`src/rtl/ptmq_pkg.sv`:
```
// ptmq_pkg: shared field widths, operation and status codes, and the
// command/status structs between the queue controller and its datapath.
// No dependencies.
package ptmq_pkg;

    localparam int OP_W     = 2;
    localparam int NODE_W   = 6;
    localparam int TASK_W   = 4;
    localparam int SENDER_W = 4;
    localparam int LEN_W    = 16;
    localparam int TYPE_W   = 8;
    localparam int STATUS_W = 2;
    localparam int CNT_W    = 5;

    localparam logic [CNT_W-1:0] TASK_COUNT_RST = 5'd16;

    typedef enum logic [OP_W-1:0] {
        OP_CREATE = 2'd0,
        OP_SEND   = 2'd1,
        OP_URGENT = 2'd2,
        OP_RECV   = 2'd3
    } op_t;

    typedef enum logic [STATUS_W-1:0] {
        ST_OK      = 2'd0,
        ST_EMPTY   = 2'd1,
        ST_BADTASK = 2'd2
    } status_t;

    // controller to datapath
    typedef struct packed {
        logic load;
        logic q_step;
        logic n_step;
        logic w_step;
        logic out_load;
    } cmd_t;

    // datapath to controller
    typedef struct packed {
        op_t  op;
        logic task_ok;
        logic node_ok;
        logic nonempty;
    } stat_t;

endpackage

```
`src/rtl/ptmq_if.sv`:
```
// ptmq_req_if / ptmq_rsp_if: valid/ready channels for requests and results.
// Depends on ptmq_pkg for field widths.
interface ptmq_req_if;
    logic                                valid;
    logic                                ready;
    logic [ptmq_pkg::OP_W-1:0]           op;
    logic [ptmq_pkg::NODE_W-1:0]         node;
    logic [ptmq_pkg::TASK_W-1:0]         task_req;
    logic [ptmq_pkg::SENDER_W-1:0]       sender;
    logic [ptmq_pkg::LEN_W-1:0]          msg_len;
    logic signed [ptmq_pkg::TYPE_W-1:0]  msg_type;

    modport source (output valid, op, node, task_req, sender, msg_len, msg_type,
                    input ready);
    modport sink   (input valid, op, node, task_req, sender, msg_len, msg_type,
                    output ready);
endinterface

interface ptmq_rsp_if;
    logic                                valid;
    logic                                ready;
    logic [ptmq_pkg::STATUS_W-1:0]       status;
    logic [ptmq_pkg::NODE_W-1:0]         out_node;
    logic [ptmq_pkg::LEN_W-1:0]          out_len;
    logic signed [ptmq_pkg::TYPE_W-1:0]  out_type;
    logic [ptmq_pkg::SENDER_W-1:0]       out_sender;

    modport source (output valid, status, out_node, out_len, out_type, out_sender,
                    input ready);
    modport sink   (input valid, status, out_node, out_len, out_type, out_sender,
                    output ready);
endinterface

```
`src/rtl/ptmq_datapath.sv`:
```
// ptmq_datapath: request register, task_count register, queue head/tail
// memories, node link and metadata memories, and the result register.
// Depends on ptmq_pkg; driven by ptmq_ctrl through cmd_t.
module ptmq_datapath #(
    parameter int NUM_NODES = 64,
    parameter int MAX_TASKS = 16
) (
    input  logic                                clk,
    input  logic                                rst_n,
    input  ptmq_pkg::cmd_t                      cmd,
    output ptmq_pkg::stat_t                     stat,
    input  logic                                cfg_wen,
    input  logic [ptmq_pkg::CNT_W-1:0]          cfg_wdata,
    input  logic [ptmq_pkg::OP_W-1:0]           op,
    input  logic [ptmq_pkg::NODE_W-1:0]         node,
    input  logic [ptmq_pkg::TASK_W-1:0]         task_req,
    input  logic [ptmq_pkg::SENDER_W-1:0]       sender,
    input  logic [ptmq_pkg::LEN_W-1:0]          msg_len,
    input  logic signed [ptmq_pkg::TYPE_W-1:0]  msg_type,
    output logic [ptmq_pkg::STATUS_W-1:0]       status,
    output logic [ptmq_pkg::NODE_W-1:0]         out_node,
    output logic [ptmq_pkg::LEN_W-1:0]          out_len,
    output logic signed [ptmq_pkg::TYPE_W-1:0]  out_type,
    output logic [ptmq_pkg::SENDER_W-1:0]       out_sender
);

    localparam int NW = $clog2(NUM_NODES);
    localparam int TW = (MAX_TASKS > 1) ? $clog2(MAX_TASKS) : 1;
    localparam int LW = NW + 1;
    // link with the end mark set means no next node
    localparam logic [LW-1:0] NO_LINK = {1'b1, {NW{1'b0}}};

    // request register
    ptmq_pkg::op_t                      op_reg;
    logic [ptmq_pkg::NODE_W-1:0]        node_reg;
    logic [ptmq_pkg::TASK_W-1:0]        task_reg;
    logic [ptmq_pkg::SENDER_W-1:0]      sender_reg;
    logic [ptmq_pkg::LEN_W-1:0]         len_in_reg;
    logic [ptmq_pkg::TYPE_W-1:0]        type_in_reg;

    logic [ptmq_pkg::CNT_W-1:0]         task_count_reg;
    logic [MAX_TASKS-1:0]               nonempty_reg;
    logic                               ne_reg;

    logic [NW-1:0] head_mem [MAX_TASKS];
    logic [NW-1:0] tail_mem [MAX_TASKS];
    logic [LW-1:0] link_mem [NUM_NODES];
    logic [ptmq_pkg::LEN_W-1:0]    len_mem  [NUM_NODES];
    logic [ptmq_pkg::TYPE_W-1:0]   kind_mem [NUM_NODES];
    logic [ptmq_pkg::SENDER_W-1:0] src_mem  [NUM_NODES];

    logic [NW-1:0]                 head_rd_reg;
    logic [NW-1:0]                 tail_rd_reg;
    logic [LW-1:0]                 link_rd_reg;
    logic [ptmq_pkg::LEN_W-1:0]    len_rd_reg;
    logic [ptmq_pkg::TYPE_W-1:0]   kind_rd_reg;
    logic [ptmq_pkg::SENDER_W-1:0] src_rd_reg;

    ptmq_pkg::status_t             status_reg;
    logic [ptmq_pkg::NODE_W-1:0]   out_node_reg;
    logic [ptmq_pkg::LEN_W-1:0]    out_len_reg;
    logic [ptmq_pkg::TYPE_W-1:0]   out_type_reg;
    logic [ptmq_pkg::SENDER_W-1:0] out_sender_reg;

    ptmq_pkg::status_t             res_status;
    logic [ptmq_pkg::NODE_W-1:0]   res_node;
    logic [ptmq_pkg::LEN_W-1:0]    res_len;
    logic [ptmq_pkg::TYPE_W-1:0]   res_type;
    logic [ptmq_pkg::SENDER_W-1:0] res_sender;

    logic          task_ok;
    logic          node_ok;
    logic [TW-1:0] tidx;
    logic [NW-1:0] nidx;
    logic          ne_now;
    logic          link_end;
    logic          do_create;
    logic          do_send;
    logic          do_urg;
    logic          do_recv;
    logic          head_we;
    logic [NW-1:0] head_wd;
    logic          tail_we;
    logic          link_we;
    logic [NW-1:0] link_wa;
    logic [LW-1:0] link_wd;

    always_ff @(posedge clk)
    begin
        if (cmd.load)
        begin
            op_reg      <= ptmq_pkg::op_t'(op);
            node_reg    <= node;
            task_reg    <= task_req;
            sender_reg  <= sender;
            len_in_reg  <= msg_len;
            type_in_reg <= msg_type;
        end
    end

    always_ff @(posedge clk or negedge rst_n)
    begin
        if (!rst_n)
        begin
            task_count_reg <= ptmq_pkg::TASK_COUNT_RST;
        end
        else if (cfg_wen)
        begin
            task_count_reg <= cfg_wdata;
        end
    end

    assign task_ok = ({1'b0, task_reg} < task_count_reg)
                     && (int'(task_reg) < MAX_TASKS);
    assign node_ok = int'(node_reg) < NUM_NODES;
    assign tidx    = TW'(task_reg);
    assign nidx    = NW'(node_reg);
    assign ne_now  = nonempty_reg[tidx];
    assign link_end = link_rd_reg[LW-1];

    assign do_create = (op_reg == ptmq_pkg::OP_CREATE) && node_ok;
    assign do_send   = (op_reg == ptmq_pkg::OP_SEND) && task_ok && node_ok;
    assign do_urg    = (op_reg == ptmq_pkg::OP_URGENT) && task_ok && node_ok;
    assign do_recv   = (op_reg == ptmq_pkg::OP_RECV) && task_ok && ne_reg;

    assign stat.op       = op_reg;
    assign stat.task_ok  = task_ok;
    assign stat.node_ok  = node_ok;
    assign stat.nonempty = ne_now;

    // queue flags: set by a send or urgent send, cleared when the last node is popped
    always_ff @(posedge clk or negedge rst_n)
    begin
        if (!rst_n)
        begin
            nonempty_reg <= '0;
        end
        else if (cmd.q_step && (do_send || do_urg))
        begin
            nonempty_reg[tidx] <= 1'b1;
        end
        else if (cmd.w_step && do_recv && link_end)
        begin
            nonempty_reg[tidx] <= 1'b0;
        end
    end

    always_ff @(posedge clk)
    begin
        if (cmd.q_step)
        begin
            ne_reg <= ne_now;
        end
    end

    // head and tail memories, read-first
    always_comb
    begin
        head_we = (cmd.q_step && (do_urg || (do_send && !ne_now)))
                  || (cmd.w_step && do_recv && !link_end);
        head_wd = cmd.q_step ? nidx : link_rd_reg[NW-1:0];
        tail_we = cmd.q_step && (do_send || (do_urg && !ne_now));
    end

    always_ff @(posedge clk)
    begin
        if (cmd.q_step)
        begin
            head_rd_reg <= head_mem[tidx];
            tail_rd_reg <= tail_mem[tidx];
        end
        if (head_we)
        begin
            head_mem[tidx] <= head_wd;
        end
        if (tail_we)
        begin
            tail_mem[tidx] <= nidx;
        end
    end

    // link memory: clear on the first step, chain on the write step
    always_comb
    begin
        link_we = 1'b0;
        link_wa = nidx;
        link_wd = NO_LINK;
        if (cmd.q_step && (do_create || do_send || (do_urg && !ne_now)))
        begin
            link_we = 1'b1;
        end
        else if (cmd.w_step && do_send && ne_reg)
        begin
            link_we = 1'b1;
            link_wa = tail_rd_reg;
            link_wd = {1'b0, nidx};
        end
        else if (cmd.w_step && do_urg && ne_reg)
        begin
            link_we = 1'b1;
            link_wd = {1'b0, head_rd_reg};
        end
    end

    always_ff @(posedge clk)
    begin
        if (cmd.n_step)
        begin
            link_rd_reg <= link_mem[head_rd_reg];
            len_rd_reg  <= len_mem[head_rd_reg];
            kind_rd_reg <= kind_mem[head_rd_reg];
            src_rd_reg  <= src_mem[head_rd_reg];
        end
        if (link_we)
        begin
            link_mem[link_wa] <= link_wd;
        end
        if (cmd.q_step && do_create)
        begin
            len_mem[nidx]  <= len_in_reg;
            kind_mem[nidx] <= type_in_reg;
        end
        if (cmd.q_step && (do_send || do_urg))
        begin
            src_mem[nidx] <= sender_reg;
        end
    end

    always_comb
    begin
        res_status = ptmq_pkg::ST_OK;
        res_node   = '0;
        res_len    = '0;
        res_type   = '0;
        res_sender = '0;
        if (op_reg != ptmq_pkg::OP_CREATE && !task_ok)
        begin
            res_status = ptmq_pkg::ST_BADTASK;
        end
        else if (op_reg == ptmq_pkg::OP_RECV)
        begin
            if (!ne_reg)
            begin
                res_status = ptmq_pkg::ST_EMPTY;
            end
            else
            begin
                res_node   = ptmq_pkg::NODE_W'(head_rd_reg);
                res_len    = len_rd_reg;
                res_type   = kind_rd_reg;
                res_sender = src_rd_reg;
            end
        end
    end

    always_ff @(posedge clk)
    begin
        if (cmd.out_load)
        begin
            status_reg     <= res_status;
            out_node_reg   <= res_node;
            out_len_reg    <= res_len;
            out_type_reg   <= res_type;
            out_sender_reg <= res_sender;
        end
    end

    assign status     = status_reg;
    assign out_node   = out_node_reg;
    assign out_len    = out_len_reg;
    assign out_type   = out_type_reg;
    assign out_sender = out_sender_reg;

endmodule

```
`src/rtl/ptmq_ctrl.sv`:
```
// ptmq_ctrl: sequencer for one request at a time and the result valid flag.
// Depends on ptmq_pkg; drives ptmq_datapath through cmd_t.
module ptmq_ctrl (
    input  logic            clk,
    input  logic            rst_n,
    input  logic            in_valid,
    output logic            in_ready,
    output logic            out_valid,
    input  logic            out_ready,
    input  ptmq_pkg::stat_t stat,
    output ptmq_pkg::cmd_t  cmd
);

    typedef enum logic [2:0] {
        S_IDLE,
        S_QUEUE,
        S_NODE,
        S_WRITE,
        S_DONE
    } state_t;

    state_t state_reg;
    state_t state_next;
    logic   out_valid_reg;
    logic   out_valid_next;
    logic   out_free;

    assign out_free = !out_valid_reg || out_ready;

    always_comb
    begin
        state_next     = state_reg;
        cmd            = '0;
        in_ready       = 1'b0;
        out_valid_next = out_valid_reg && !out_ready;
        case (state_reg)
            S_IDLE:
            begin
                in_ready = 1'b1;
                if (in_valid)
                begin
                    cmd.load   = 1'b1;
                    state_next = S_QUEUE;
                end
            end
            S_QUEUE:
            begin
                cmd.q_step = 1'b1;
                if (stat.op == ptmq_pkg::OP_CREATE || !stat.task_ok)
                begin
                    state_next = S_DONE;
                end
                else if (stat.op == ptmq_pkg::OP_RECV)
                begin
                    state_next = stat.nonempty ? S_NODE : S_DONE;
                end
                else
                begin
                    state_next = stat.node_ok ? S_WRITE : S_DONE;
                end
            end
            S_NODE:
            begin
                cmd.n_step = 1'b1;
                state_next = S_WRITE;
            end
            S_WRITE:
            begin
                cmd.w_step = 1'b1;
                state_next = S_DONE;
            end
            S_DONE:
            begin
                // when the output is free, result moves to the output register, next request may enter
                if (out_free)
                begin
                    cmd.out_load   = 1'b1;
                    out_valid_next = 1'b1;
                    in_ready       = 1'b1;
                    if (in_valid)
                    begin
                        cmd.load   = 1'b1;
                        state_next = S_QUEUE;
                    end
                    else
                    begin
                        state_next = S_IDLE;
                    end
                end
            end
            default:
            begin
                state_next = S_IDLE;
            end
        endcase
    end

    always_ff @(posedge clk or negedge rst_n)
    begin
        if (!rst_n)
        begin
            state_reg     <= S_IDLE;
            out_valid_reg <= 1'b0;
        end
        else
        begin
            state_reg     <= state_next;
            out_valid_reg <= out_valid_next;
        end
    end

    assign out_valid = out_valid_reg;

    a_no_overwrite: assert property (@(posedge clk) disable iff (!rst_n)
        cmd.out_load |-> (!out_valid_reg || out_ready))
        else $error("result register overwritten while held");

    a_accept_state: assert property (@(posedge clk) disable iff (!rst_n)
        (in_valid && in_ready) |-> (state_reg == S_IDLE || state_reg == S_DONE))
        else $error("request accepted mid operation");

    a_node_then_write: assert property (@(posedge clk) disable iff (!rst_n)
        (state_reg == S_NODE) |=> (state_reg == S_WRITE))
        else $error("node read not followed by write step");

    a_one_step: assert property (@(posedge clk) disable iff (!rst_n)
        $onehot0({cmd.q_step, cmd.n_step, cmd.w_step, cmd.out_load}))
        else $error("overlapping datapath steps");

    a_load_done: assert property (@(posedge clk) disable iff (!rst_n)
        cmd.out_load |=> out_valid_reg)
        else $error("loaded result not presented");

endmodule

```
`src/rtl/per_task_message_queues_core.sv`:
```
// per_task_message_queues_core: one linked message queue per task over a node pool.
// A request is loaded, then passes S_QUEUE and S_DONE for create, rejected tasks,
// empty receive and out-of-range nodes; sends add S_WRITE; a receive that pops adds
// S_NODE, S_WRITE. Requests are taken one at a time, with registered head/tail and
// node memory reads, a single link memory write port; S_DONE stalls on a held result.
// Reset (async, active low) empties every queue and sets task_count to 16.
module per_task_message_queues_core #(
    parameter int NUM_NODES = 64,
    parameter int MAX_TASKS = 16
) (
    input  logic                       clk,
    input  logic                       rst_n,
    input  logic                       cfg_wen,
    input  logic [ptmq_pkg::CNT_W-1:0] cfg_wdata,
    ptmq_req_if.sink                   req,
    ptmq_rsp_if.source                 rsp
);

    ptmq_pkg::cmd_t  cmd;
    ptmq_pkg::stat_t stat;

    ptmq_ctrl u_ctrl (
        .clk       (clk),
        .rst_n     (rst_n),
        .in_valid  (req.valid),
        .in_ready  (req.ready),
        .out_valid (rsp.valid),
        .out_ready (rsp.ready),
        .stat      (stat),
        .cmd       (cmd)
    );

    ptmq_datapath #(
        .NUM_NODES (NUM_NODES),
        .MAX_TASKS (MAX_TASKS)
    ) u_datapath (
        .clk        (clk),
        .rst_n      (rst_n),
        .cmd        (cmd),
        .stat       (stat),
        .cfg_wen    (cfg_wen),
        .cfg_wdata  (cfg_wdata),
        .op         (req.op),
        .node       (req.node),
        .task_req   (req.task_req),
        .sender     (req.sender),
        .msg_len    (req.msg_len),
        .msg_type   (req.msg_type),
        .status     (rsp.status),
        .out_node   (rsp.out_node),
        .out_len    (rsp.out_len),
        .out_type   (rsp.out_type),
        .out_sender (rsp.out_sender)
    );

endmodule
```
`src/flat_wrapper.sv`:
```
// flat-port wrapper written by rule: the top's interface ports become plain ports
module per_task_message_queues_core_flat 
#(
    parameter int NUM_NODES = 64,
    parameter int MAX_TASKS = 16
)
  (clk, rst_n, cfg_wen, cfg_wdata, req_valid, req_op, req_node, req_task_req, req_sender, req_msg_len, req_msg_type, req_ready, rsp_valid, rsp_status, rsp_out_node, rsp_out_len, rsp_out_type, rsp_out_sender, rsp_ready);
  ptmq_req_if req_i ();
  ptmq_rsp_if rsp_i ();
  input  logic clk;
  input  logic rst_n;
  input  logic cfg_wen;
  input  logic [ptmq_pkg::CNT_W-1:0] cfg_wdata;
  input wire logic [$bits(req_i.valid)-1:0] req_valid;
  input wire logic [$bits(req_i.op)-1:0] req_op;
  input wire logic [$bits(req_i.node)-1:0] req_node;
  input wire logic [$bits(req_i.task_req)-1:0] req_task_req;
  input wire logic [$bits(req_i.sender)-1:0] req_sender;
  input wire logic [$bits(req_i.msg_len)-1:0] req_msg_len;
  input wire logic [$bits(req_i.msg_type)-1:0] req_msg_type;
  output wire logic [$bits(req_i.ready)-1:0] req_ready;
  output wire logic [$bits(rsp_i.valid)-1:0] rsp_valid;
  output wire logic [$bits(rsp_i.status)-1:0] rsp_status;
  output wire logic [$bits(rsp_i.out_node)-1:0] rsp_out_node;
  output wire logic [$bits(rsp_i.out_len)-1:0] rsp_out_len;
  output wire logic [$bits(rsp_i.out_type)-1:0] rsp_out_type;
  output wire logic [$bits(rsp_i.out_sender)-1:0] rsp_out_sender;
  input wire logic [$bits(rsp_i.ready)-1:0] rsp_ready;
  assign req_i.valid = req_valid;
  assign req_i.op = req_op;
  assign req_i.node = req_node;
  assign req_i.task_req = req_task_req;
  assign req_i.sender = req_sender;
  assign req_i.msg_len = req_msg_len;
  assign req_i.msg_type = req_msg_type;
  assign req_ready = req_i.ready;
  assign rsp_valid = rsp_i.valid;
  assign rsp_status = rsp_i.status;
  assign rsp_out_node = rsp_i.out_node;
  assign rsp_out_len = rsp_i.out_len;
  assign rsp_out_type = rsp_i.out_type;
  assign rsp_out_sender = rsp_i.out_sender;
  assign rsp_i.ready = rsp_ready;
  per_task_message_queues_core #(.NUM_NODES(NUM_NODES), .MAX_TASKS(MAX_TASKS)) u_core (.clk(clk), .rst_n(rst_n), .cfg_wen(cfg_wen), .cfg_wdata(cfg_wdata), .req(req_i), .rsp(rsp_i));
endmodule
```
`config.mk`:
```
export PLATFORM = sky130hd
export DESIGN_NAME = per_task_message_queues_core_flat
export DESIGN_NICKNAME = d
export VERILOG_FILES = /design/src/rtl/ptmq_pkg.sv /design/src/rtl/ptmq_if.sv /design/src/rtl/ptmq_datapath.sv /design/src/rtl/ptmq_ctrl.sv /design/src/rtl/per_task_message_queues_core.sv /design/src/flat_wrapper.sv
export SDC_FILE = /design/constraint.sdc
export NUM_CORES = 2
export LEC_CHECK = 0
export ABC_AREA = 1
export ABC_CLOCK_PERIOD_IN_PS = 10100
export BUFFER_PORTS_ARGS = -buffer_cell sky130_fd_sc_hd__buf_2
export CORE_UTILIZATION = 30
export DETAILED_ROUTE_END_ITERATION = 8
export GPL_ROUTABILITY_DRIVEN = 0
export HOLD_SLACK_MARGIN = 0.06
export PLACE_DENSITY = 0.53
export RECOVER_POWER = 100
export SYNTH_ARGS = -nofsm -noshare
export SYNTH_HDL_FRONTEND = slang
export SYNTH_SLANG_ARGS = --single-unit
```
`constraint.sdc`:
```
create_clock -name clk -period 10.1 [get_ports clk]
set_input_delay 0 -clock clk [delete_from_list [all_inputs] [get_ports clk]]
set_output_delay 0 -clock clk [all_outputs]
set_load 0.05 [all_outputs]
```
### After elaboration in Yosys (flattened, before gate mapping)

Memories as Yosys holds them, arrays and structs flattened. A register that Yosys moved wholly into a read port is not among the register bits.
Index checks and enable logic that the tools add are counted.

* multiply operators: 0
* shift operators: 0
* bitwise operators: 5
* add/sub/neg operators: 0
* reduce and logical (&&, ||, !) cells: 41
* equal/unequal tests: 9
* order comparisons: 3
* divide/modulo/power cells: 0
* multiplexer cells: 44

Operator list (number)
* 2-to-1 mux 16 bit: 2
* 2-to-1 mux 1 bit: 26
* logical AND 1 bit: 21
* 2-to-1 mux 7 bit: 3
* 2-to-1 mux 6 bit: 3
* AND 16 bit: 1
* inverter 16 bit: 1
* bitwise OR 16 bit: 1
* 2-to-1 mux 3 bit: 5
* one-hot mux 3 bit (5 select lines): 1
* logical OR 1 bit: 8
* equality test 3 x 2 -> 1 bit, second input constant: 2
* zero test 1 bit: 5
* less-than comparator 4 x 5 -> 1 bit: 1
* less-than comparator 4 x 5 -> 1 bit, second input constant: 1
* binary-select mux 1 bit (select 4 bit): 1
* demux 1 bit (select 4 bit): 1
* equality test 2 bit, second input constant: 2
* greater-or-equal comparator 4 x 1 -> 1 bit, second input constant: 1
* != test 2 bit, second input constant: 2
* one-hot mux 1 bit (2 select lines): 2
* nonzero test 2 bit: 2
* equality test 3 x 1 -> 1 bit, second input constant: 1
* equality test 3 bit, second input constant: 1
* other kinds (7): 8

* word-level logic and storage cells: 125
* memories kept: 6
* RAM bits: 2432
* latch bits: 0
* bits of input ports: 50
* output and inout bits: 38
* memory bits (read-only): 0
* bits in registers: 102

Memory list
* u_core.u_datapath.len_mem: words 64, width 16, read ports 1, clocked after memory_dff 1, wr ports 1, RTL line ptmq_datapath.sv:48 `logic [ptmq_pkg::LEN_W-1:0] len_mem [NUM_NODES];`
* u_core.u_datapath.kind_mem: words 64, width 8, read ports 1, clocked after memory_dff 1, wr ports 1, RTL line ptmq_datapath.sv:49 `logic [ptmq_pkg::TYPE_W-1:0] kind_mem [NUM_NODES];`
* u_core.u_datapath.link_mem: words 64, width 7, read ports 1, clocked after memory_dff 1, wr ports 1, RTL line ptmq_datapath.sv:47 `logic [LW-1:0] link_mem [NUM_NODES];`
* u_core.u_datapath.src_mem: words 64, width 4, read ports 1, clocked after memory_dff 1, wr ports 1, RTL line ptmq_datapath.sv:50 `logic [ptmq_pkg::SENDER_W-1:0] src_mem [NUM_NODES];`
* u_core.u_datapath.head_mem: words 16, width 6, read ports 1, clocked after memory_dff 1, wr ports 1, RTL line ptmq_datapath.sv:45 `logic [NW-1:0] head_mem [MAX_TASKS];`
* u_core.u_datapath.tail_mem: words 16, width 6, read ports 1, clocked after memory_dff 1, wr ports 1, RTL line ptmq_datapath.sv:46 `logic [NW-1:0] tail_mem [MAX_TASKS];`

### Longest topological paths before layout

* word-level depth: 9
* mapped depth: 16
* depth with buffers taken out: 15

### Cells and area by module

Synthesis repeated with hierarchy kept, for this count alone.

* cell total of the unflattened synthesis: 7782
* area, all modules: 101785.1 um^2

By module, submodules not included
* ptmq_datapath: cells an instance 7739, area an instance 101492.3 um^2, seq. area each 77280.4 um^2, times used 1
* ptmq_ctrl: cells an instance 43, area an instance 292.8 um^2, seq. area each 100.1 um^2, times used 1

### Worst setup path before layout

Ideal clock, no wire load.

* kind: register -> register
* from: register u_core.u_datapath.task_reg[2] in the netlist's numbering
* to: memory u_core.u_datapath.link_mem[0][1] in the netlist's numbering, data pin
* library setup time: 552 ps
* clock period less this slack: 3749 ps
* cell stages (with the launch flop): 9
* setup slack: 6351 ps
* arrival time: 3197 ps
* buffers on the path: 0
* required time: 9548 ps
* cells stage by stage: edfxtp_1 > ha_1 > nand2_1 > inv_1 > o21ai_1 > nand3_1 > nor2_2 > nand2_1 > o22ai_1

* cells in the longest elaborated chain, start to end: 7
* elaborated cells between the ends (all ways): 17
* classes of those cells: order compare: 1; mux: 5; reduce/logical: 11

RTL lines
* start: declaration: RTL line ptmq_datapath.sv:36 `logic [ptmq_pkg::TASK_W-1:0] task_reg;`
* start signal: assignment: RTL line ptmq_datapath.sv:94 `task_reg <= task_req;`
* less-than comparator 4 x 5 -> 1 bit or binary-select mux 1 bit (select 4 bit) (tied branches): RTL line ptmq_datapath.sv:113, ptmq_datapath.sv:118
* logical AND 1 bit or 2-to-1 mux 1 bit (tied branches): RTL line ptmq_datapath.sv:123, ptmq_datapath.sv:118
* logical AND 1 bit or zero test 1 bit (tied branches): RTL line ptmq_datapath.sv:198, ptmq_datapath.sv:188
* logical AND 1 bit (on tied branches): RTL line ptmq_datapath.sv:198, ptmq_datapath.sv:188
* 2-to-1 mux 7 bit or logical OR 1 bit (tied branches): RTL line ptmq_datapath.sv:198, ptmq_datapath.sv:188
* 2-to-1 mux 7 bit or logical AND 1 bit (tied branches): RTL line ptmq_datapath.sv:192, ptmq_datapath.sv:188
* 2-to-1 mux 7 bit (*): RTL line ptmq_datapath.sv:188 `if (cmd.q_step && (do_create || do_send || (do_urg && !ne_now)))`
* net u_core.u_datapath.link_wd[1]: RTL line ptmq_datapath.sv:86 `logic [LW-1:0] link_wd;`
* end: declaration: RTL line ptmq_datapath.sv:47

The timed path passes the listed nets; every way through them passes the cells marked *. The select of a mux whose other input is x is not followed.

### Worst setup path after layout

* from: register u_core.u_ctrl.state_reg[0]
* to: memory u_core.u_datapath.len_mem[34][0] in the netlist's numbering, enable pin

* cells in the longest elaborated chain, start to end: 5

RTL lines
* start: declaration: RTL line ptmq_ctrl.sv:22 `state_t state_reg;`
* start signal: assignment: RTL line ptmq_ctrl.sv:107 `state_reg <= state_next;`
* equality test 3 x 1 -> 1 bit: RTL line ptmq_ctrl.sv:36 `case (state_reg)`
* 2-to-1 mux 1 bit: RTL line ptmq_ctrl.sv:36
* logical AND 1 bit: RTL line ptmq_datapath.sv:218 `if (cmd.q_step && do_create)`
* 2-to-1 mux 1 bit: RTL line ptmq_datapath.sv:218
* 2-to-1 mux 1 bit (not written as such): RTL line ptmq_datapath.sv:220 `len_mem[nidx] <= len_in_reg;`
* end: declaration: RTL line ptmq_datapath.sv:48

Every way passes these cells.

==> results.toml <==
[status]
status = "finished with violations"
failed_checks = "max-capacitance violations, max-slew violations"

[synthesis]
synth_edf_count = 2556
ys_seq_elements = 2581
synth_most_common_cell = "edfxtp_1"
synthCells = 7938
synth_warnings = 0
synth_top_cell_by_area = "edfxtp_1"
synth_top_area_share_pct = 75.3
seq_area_frac_synth_pct = 75.9
synth_area_leaders = "edfxtp_1 (75%), o21ai_0 (5.7%), nor2_1 (5.0%), o22ai_1 (3.3%), nand2_1 (2.9%)"
avgSynthCellArea_um2 = 12.8
async_flop_share_pct = 0.969
synth_common_cells = "edfxtp_1 (2,556), nor2_1 (1,355), o21ai_0 (1,162)"
netlist_area_mm2 = 0.102
ys_types = 41
ys.flop_type = "edfxtp_1"
synth_nets = 7991

[clocking]
holdBufCountCts = 108
cts_setup_buffers = 0
cts_resized = 0
root_buffer = "clkbuf_16"
h-tree-depth = 5
cts_max_path_buffers = 4
clock_sinks = 2581
cts_buffers = 275
cts_tree = "done"
clock_latency_ps = 880
path_clk_slew_ps = 60

[timing]
period_needed_ps = 7270
slew-limit-headroom_pct = -198
drv_slew = 3573
finClkSkew_ps = 76.3
final_hold_viol_count = 0
finalWorstSetupSlack_ps = 2830
grt_setup_unrepaired = "false"
setup_viol = 0
fin_crit_sh_pct = 72.0
fmax_ghz = 0.138
setup_tns_ps = 0
tightest_slew_ps = 4460

[routing]
detail_route.wl_per_cell_um = 24.2
drtAntennaViolNets = 0
first_pass_iters = 7
drc_errors = 0
drtIter0Drc = 7732
vias_per_cell = 5.22
vias = 66500
wirelength_um = 309000

[floorplan]
io_pins = 88
die_area_mm2 = 0.342
die_y_um = 585
core-area_mm2 = 0.337
start_util_pct = 30.2
rows = 213
die_w_um = 585

[power]
p_sw_share_pct = 34.9
pwr-share-comb_pct = 28.3
vdd_drop_max_mv = 0.181
p_int_uw = 20600
p_clk_share_pct = 31.6
leakagePower_uw = 0.0382
power_density_mw_per_mm2 = 270
switching_power_uw = 11000
design_power_total_uw = 31600
p_seq_share_pct = 40.1

[setup_path]
start_kind = "flop"
critPathKind = "reg2reg"
cp_data_arrival_time_ps = 7750
crit_fanout = 25
max_stage_delay_ps = 2160
crit_top_cell = "clkbuf_1"
critPathSlowestCell = "clkbuf_1"
worstPathRequired_ps = 10590
crit_path_end_kind = "flop"
worstPathCellList = "inv_1 -> nor3_4 -> clkbuf_1 -> nand2_1 -> clkbuf_1 -> clkbuf_1 -> nor2_4 -> buf_4"

[place]
placed_cell_area_mm2 = 0.108
numPortBuffers = 87
dp.cells = 12200
hpwl_um = 165000
dp_slack_ps = 5320

[layout]
drive_gt1_share_pct = 7.42
syn2layout_area_growth_pct = 15.0
fillers = 32800
top_register = "u_core.u_datapath.len_mem"
fin_cells = 12700
top_regs = "u_core.u_datapath.len_mem x1024, u_core.u_datapath.kind_mem x512, u_core.u_datapath.link_mem x448"
final_nets = 8078
largest_register_ffs = 1024
design_area_mm2 = 0.117

[run]
drv_cap = 76

[grt]
grt_use_total_pct = 17.5
first_global_vias = 64600
grt_max_degree = 209
grt_pass1_wl_um = 444000
antenna_found_initial = 9
grt_overflow = 0

[min_path]
hold_class = "in2reg"
kinds of logic (layout without fill, tap and decap cells):
group / count (synthesis) / count (layout) / synth area share [%]
flip-flops: 2581 / 2581 / 75.9
other: 0 / 1 / 0
AO/OA/AOI/OAI: 1937 / 1937 / 10.5
multiplexers: 1 / 1 / 0.0110
adder cells (fa/ha/maj): 3 / 3 / 0.0368
buffers and inverters: 705 / 987 / 2.73
AND/OR/NAND/NOR: 2711 / 2711 / 10.8
area by class of cell:
cell class	instances	area (um^2)	share of cell area (%)
sequential	2581	77400	66.0
multi-input combinational	4652	22300	19.0
clock buffer	331	7260	6.20
tap	4515	5650	4.82
timing repair buffer	352	2480	2.11
clock inverter	141	1470	1.25
inverter	163	641	0.547
antenna	1	2.50	0.00214
placed cells by master (no fill, tap or decap), types with 10 or more instances in the layout:
| cell | synthesis | final |
|---|---|---|
| buf_2 | 94 | 48 |
| nor2_4 | 1 | 53 |
| clkinv_1 | 2 | 59 |
| inv_1 | 155 | 155 |
| or2_2 | 12 | 12 |
| nor2_2 | 6 | 18 |
| clkbuf_1 | 385 | 164 |
| buf_4 | 4 | 70 |
| or3_1 | 12 | 12 |
| a22oi_1 | 96 | 96 |
| and2_1 | 24 | 11 |
| buf_12 | 0 | 10 |
| o21ai_1 | 17 | 14 |
| o211ai_1 | 13 | 13 |
| dlygate4sd3_1 | 0 | 107 |
| o21ai_0 | 1162 | 1165 |
| nand3_1 | 482 | 482 |
| a21oi_1 | 103 | 103 |
| bufinv_16 | 0 | 30 |
| o22ai_1 | 539 | 533 |
| nor2_1 | 1355 | 1291 |
| clkinv_2 | 0 | 35 |
| edfxtp_1 | 2556 | 2556 |
| dfrtp_1 | 24 | 24 |
| and2_0 | 0 | 12 |
| nor3_1 | 19 | 12 |
| clkbuf_16 | 0 | 282 |
| nand2_1 | 783 | 783 |
through the flow:
| step | hold slack (ps) | utilization (%) |
|---|---|---|
| 2_1_floorplan | -296 | - |
| 3_3_place_gp | 36.6 | 31.9 |
| 3_5_place_dp | 58.2 | 31.9 |
| 4_1_cts | 100 | 34.9 |
| 5_1_grt | 367 | 34.7 |
| 6_report | 366 | 34.7 |
power groups by stage:
| stage | logic (uW) | registers, uW | clock network, uW |
|---|---|---|---|
| 3_5_place_dp | 8920 | 12800 | 0 |
| 5_1_grt | 9700 | 12700 | 10500 |
| 3_3_place_gp | 8830 | 12800 | 0 |
| 4_1_cts | 8980 | 12600 | 10100 |
| 6_report | 8950 | 12700 | 10000 |
| 2_1_floorplan | 5250 | 13000 | 0 |
critical path, delay by kind of cell (launching register included):
kind	cells	cell delay [ps]
flops	1	400
buf+inv	5	4800
simple gates	3	1520
routing by layer:
| metal | wire length (um) | GRT usage, % | part of all wire (%) |
|---|---|---|---|
| met5 | 0 | 0 | 0 |
| met4 | 11000 | 6.14 | 3.6 |
| met3 | 22100 | 2.49 | 7.1 |
| met2 | 144000 | 28.1 | 47 |
| met1 | 132000 | 24.1 | 43 |
path summary, 6_finish.rpt:
check                      cells past startpoint  slack, ps                               end                        from
hold reg to reg                                2        510                              flop                        flop
setup reg to reg                               8       2830  u_core.u_datapath.len_mem[34][0]  u_core.u_ctrl.state_reg[0]
setup / recovery                               8       2830  u_core.u_datapath.len_mem[34][0]  u_core.u_ctrl.state_reg[0]
max in group asynchronous                      4       8400        asynchronous set/reset pin                       rst_n
hold / removal                                 3        370   u_core.u_datapath.len_in_reg[8]              req_msg_len[8]
min in group asynchronous                      4        740           u_core.u_ctrl.out_valid                       rst_n
No activity file was read; power rests on OpenSTA's default activity.
